[config.mk]
export PLATFORM = sky130hd
export DESIGN_NAME = bfm_ram
export DESIGN_NICKNAME = d
export VERILOG_FILES = /design/src/rtl/bfm_ram.sv
export SDC_FILE = /design/constraint.sdc
export NUM_CORES = 1
export LEC_CHECK = 0
export BUFFER_PORTS_ARGS = -buffer_cell sky130_fd_sc_hd__clkbuf_2
export CAP_MARGIN = 20
export CORE_UTILIZATION = 30
export CTS_CLUSTER_SIZE = 14
export DETAILED_ROUTE_END_ITERATION = 12
export PLACE_DENSITY = 0.54
export REMOVE_ABC_BUFFERS = 1
export SETUP_SLACK_MARGIN = 0.5
export SYNTH_ARGS = -nofsm -noshare
export SYNTH_HDL_FRONTEND = slang
export SYNTH_SLANG_ARGS = --single-unit
[constraint.sdc]
create_clock -name clk -period 1.7 [get_ports clk]
set_clock_uncertainty 0.2 [all_clocks]
set_input_delay 0.085 -clock clk [delete_from_list [all_inputs] [get_ports clk]]
set_output_delay 0.085 -clock clk [all_outputs]
set_load 0.05 [all_outputs]
[src/rtl/bfm_ram.sv]
// ----------------------------------------------------------------------------
// bfm_ram
// Generic RAM with one write port and one registered read port.
// ----------------------------------------------------------------------------
module bfm_ram #(
  parameter int WIDTH = 8,
  parameter int DEPTH = 16
) (
  input  logic                     clk,
  input  logic                     we,
  input  logic [$clog2(DEPTH)-1:0] waddr,
  input  logic [WIDTH-1:0]         wdata,
  input  logic [$clog2(DEPTH)-1:0] raddr,
  output logic [WIDTH-1:0]         rdata
);

  logic [WIDTH-1:0] mem [DEPTH];

  always_ff @(posedge clk) begin
    if (we) begin
      mem[waddr] <= wdata;
    end
    rdata <= mem[raddr];
  end

endmodule

Word level (Yosys, flattened, before mapping)
Memory sizes are Yosys's and may differ from the RTL's. A register that Yosys moved wholly into a read port is not among the register bits.
Index checks and enable logic that the tools add are counted.
{"block": "word_totals", "regBits": 0, "latchBits": 0, "ram_bits": 128, "mem_bits_ro": 0, "in_bits": 18, "out_inout_bits": 8, "elab_cells": 3, "memories": 1}
{"block": "op_classes", "addsub": 0, "n_mul": 0, "n_div": 0, "order_cmp": 0, "n_eq_ne": 0, "shifts": 0, "n_mux": 2, "bitwise": 0, "n_reduce_logical": 0}
{"memory": "mem", "depth": 16, "width": 8, "read_ports": 1, "rd_clocked_by_memory_dff": 1, "write_ports": 1, "line": "17", "rtl": "logic [WIDTH-1:0] mem [DEPTH];"}
{"cell": "1-bit two-way mux", "n": 2}

Longest topological paths before layout
{"block": "depth", "word_depth": 2, "depth_mapped": 5, "ltp_nobuf": 3}

Least setup slack after synthesis
No wires, ideal clock.
{"block": "synth_timing", "kind": "input to register", "from": "input waddr[2]", "to": "memory mem[0][0], enable pin", "setup_ns": 0.383, "t_arrival_ns": 1.195, "t_required_ns": 1.117, "path_slack_ns": -0.078, "cell_stages": 2, "path_buffers": 0, "cell_sequence": "or3b_2 nor3_1"}
{"item": "start: declaration", "line": "11", "rtl": "input logic [$clog2(DEPTH)-1:0] waddr,"}
{"item": "end: declaration", "line": "17"}
Straight into the memory's write port.

==> out/summary.txt <==
Status -> finished, final reports clean
End of the critical path -> rdata[0]$_DFF_P_
Place WS -> -22.33 ps
Worst setup EP type -> register
FF-to-FF End -> rdata[0]$_DFF_P_
Crit Reg-Reg Startpoint -> mem[6][0]$_DFFE_PP_
Wire per inst -> 20.73 um
Port buffer count -> 25
Rel. slew slack -> 28.89%
Initial DRC Count -> 182
Max Root-Sink Buffers -> 2
FFs w/ async S/R, synth -> 0%
Post-layout min period -> 1464 ps
Post-Synthesis Cells -> 229
P_leak -> 2.150 nW
Final ANT Viol Nets -> 0
CTS Root Cell -> clkbuf_16
DRC Markers -> 0
Critical Path Start -> mem[6][0]$_DFFE_PP_
Primary FF master, synth -> edfxtp_1
CTS tree -> built
Startpoint Class -> register
F_max -> 683.1 MHz
H-tree depth -> 4
Maximum vdd ir drop -> 0.6544 mV
Share of the yosys chip area belonging to registers -> 77.78%
Vias -> 2,535
Yosys top cell area share -> 74.67%
First-pass GRT wire length -> 16.71 mm
Final net count -> 310
Power Density -> 1264 nW/um2
Grt ovf -> 0
FF+latch count, synth -> 136
Layout area overhead -> 25.77%
ANT cells -> 0
Top cells by area, synth -> edfxtp_1 (75%), mux4_2 (7.9%), mux4_1 (7.1%), dfxtp_1 (3.1%), a22oi_1 (2.3%)
DR pass1 iterations -> 4
Clock Sinks -> 136
Mapped Avg Cell Area -> 22.48 um2
Cell variety after synth -> 19
Required @ worst endpoint -> 1800 ps
Io pins -> 26
# Post-CTS Setup Buffers -> 0
Share of layout cells above drive strength 1 -> 39.34%
Final Instance Area -> 6474 um2
Reg clk slew, reported paths -> 50 ps
Largest net degree at the start of global routing -> 33
RD Place Congestion -> 0.6794
Initial antenna violation count -> 0
Reg2Reg Setup Slack -> 240 ps
Critical path arrival -> 1560 ps
Worst skew pair latency -> 410 ps
Die height -> 133.0 um
Die width -> 133.0 um
Max Cap Viol -> 0
Reg2Reg Depth -> 3
Hpwl dp -> 6.691 mm
Post-synth EDFFs -> 128
Yosys top cell by area -> edfxtp_1
Slew Limit Fails -> 0
Core Util, Final -> 38.90%
GRT Total Usage -> 13.59%
Critical path type -> reg2reg
Synthesized area -> 5147 um2
Post-Route WL -> 10.88 mm
Vias in the first global route -> 2,639
Die area -> 17,690 um2
Via density -> 4.829
Ys Warns -> 0
Largest fanout on the critical path -> 1
Initial Utilization -> 30.93%
Part of the cycle the worst path needs -> 86.11%
Post-DP Area -> 5657 um2
Setup violators final -> 0
RSZ-0062 raised after global routing -> true
Setup ws final -> 236.2 ps
Core Region -> 16,640 um2
Hold crit path type -> in2reg
Sum of negative setup slack -> 0 ps
Fin. Hold Viols -> 0
Post-synth top cells -> edfxtp_1 (128), mux4_2 (18), a22oi_1 (16), mux4_1 (14), nor2_1 (13)
Core Rows -> 47
Worst slew pin tran -> 1063 ps
Top-count cell post-synth -> edfxtp_1
Total CTS buffers -> 17
-- logic make-up (layout without fill, tap and decap cells) --
logic type,after synthesis,in the layout,synth area share (%)
multiplexers,32,32,15.02
buffers and inverters,10,86,1.677
AND/OR/NAND/NOR,35,35,3.184
AO/OA/AOI/OAI,16,16,2.334
flip-flops,136,136,77.78
-- placed cells by master (no fill, tap or decap), drive strengths merged --
master,count
bufinv,4
nand2b,2
clkbuf,43
mux4,32
nor2,13
nand3b,2
nor3,4
nor2b,1
dfxtp,8
dlygate4sd3,8
and2,1
a22oi,16
and2b,1
clkinv,3
nand3,1
clkinvlp,1
or3b,1
edfxtp,128
nand2,9
buf,27
-- routing by layer --
metal / share of wire, % / track usage, %
met1: 47 / 19.53
met2: 45 / 18.76
met3: 6.5 / 4.176
met4: 1.7 / 6.066
met5: 0 / 0
-- registers in the layout, summed over array words and instances, names as in the netlist --
signal / flops
mem: 128
rdata: 8
-- stage by stage --
| step | total power [W] | instances | hold slack [ps] |
|---|---|---|---|
| finish | 0.008185 | 525 | 28.23 |
| global route | 0.008425 | 525 | 46.07 |
| CTS | 0.008252 | 525 | 15.57 |
| detailed placement | 0.004280 | 485 | 343.5 |
| global placement | 0.004271 | 485 | 305.8 |
| floorplan | 0.004063 | 219 | -16.13 |
-- repair_timing --
action / CTS / global route
gates cloned: 0 / 0
pin swaps: 7 / 1
endpoints found under the setup margin: 16 / 24
hold endpoints to repair: 128 / 0
hold buffers: 8 / 0
resized for setup: 43 / 10
-- cell type report --
type | count | area [um2]
Clock inverter | 8 | 145.1
Multi-Input combinational cell | 83 | 1046
Timing Repair Buffer | 54 | 500.5
Fill cell | 1496 | 10170
Clock buffer | 24 | 491.7
Sequential cell | 136 | 4015
Tap cell | 220 | 275.3
-- worst min-delay path by stage --
stage	start	to	slack [ps]	cells past startpoint
final	waddr[0]	mem[4][3]$_DFFE_PP_	30	3
after floorplan	wdata[0]	mem[0][0]$_DFFE_PP_	-20	0
after detailed placement	wdata[7]	mem[6][7]$_DFFE_PP_	340	1
after global placement	wdata[7]	mem[7][7]$_DFFE_PP_	310	1
after global routing	waddr[0]	mem[4][1]$_DFFE_PP_	50	3
after CTS	waddr[0]	mem[4][1]$_DFFE_PP_	20	3
-- report_power, final --
group	leakage (nW)	switching (W)	internal (W)
sequential	1.22	0.0000310	0.00376
clock	0.308	0.00128	0.00260
combinational	0.617	0.000288	0.000229
-- worst max-delay path, stage by stage (launching register included) --
cell and delay, ps:
edfxtp_1 380, mux4_2 500, a22oi_2 190, nand2_1 80
No activity file was read; power rests on OpenSTA's default activity.
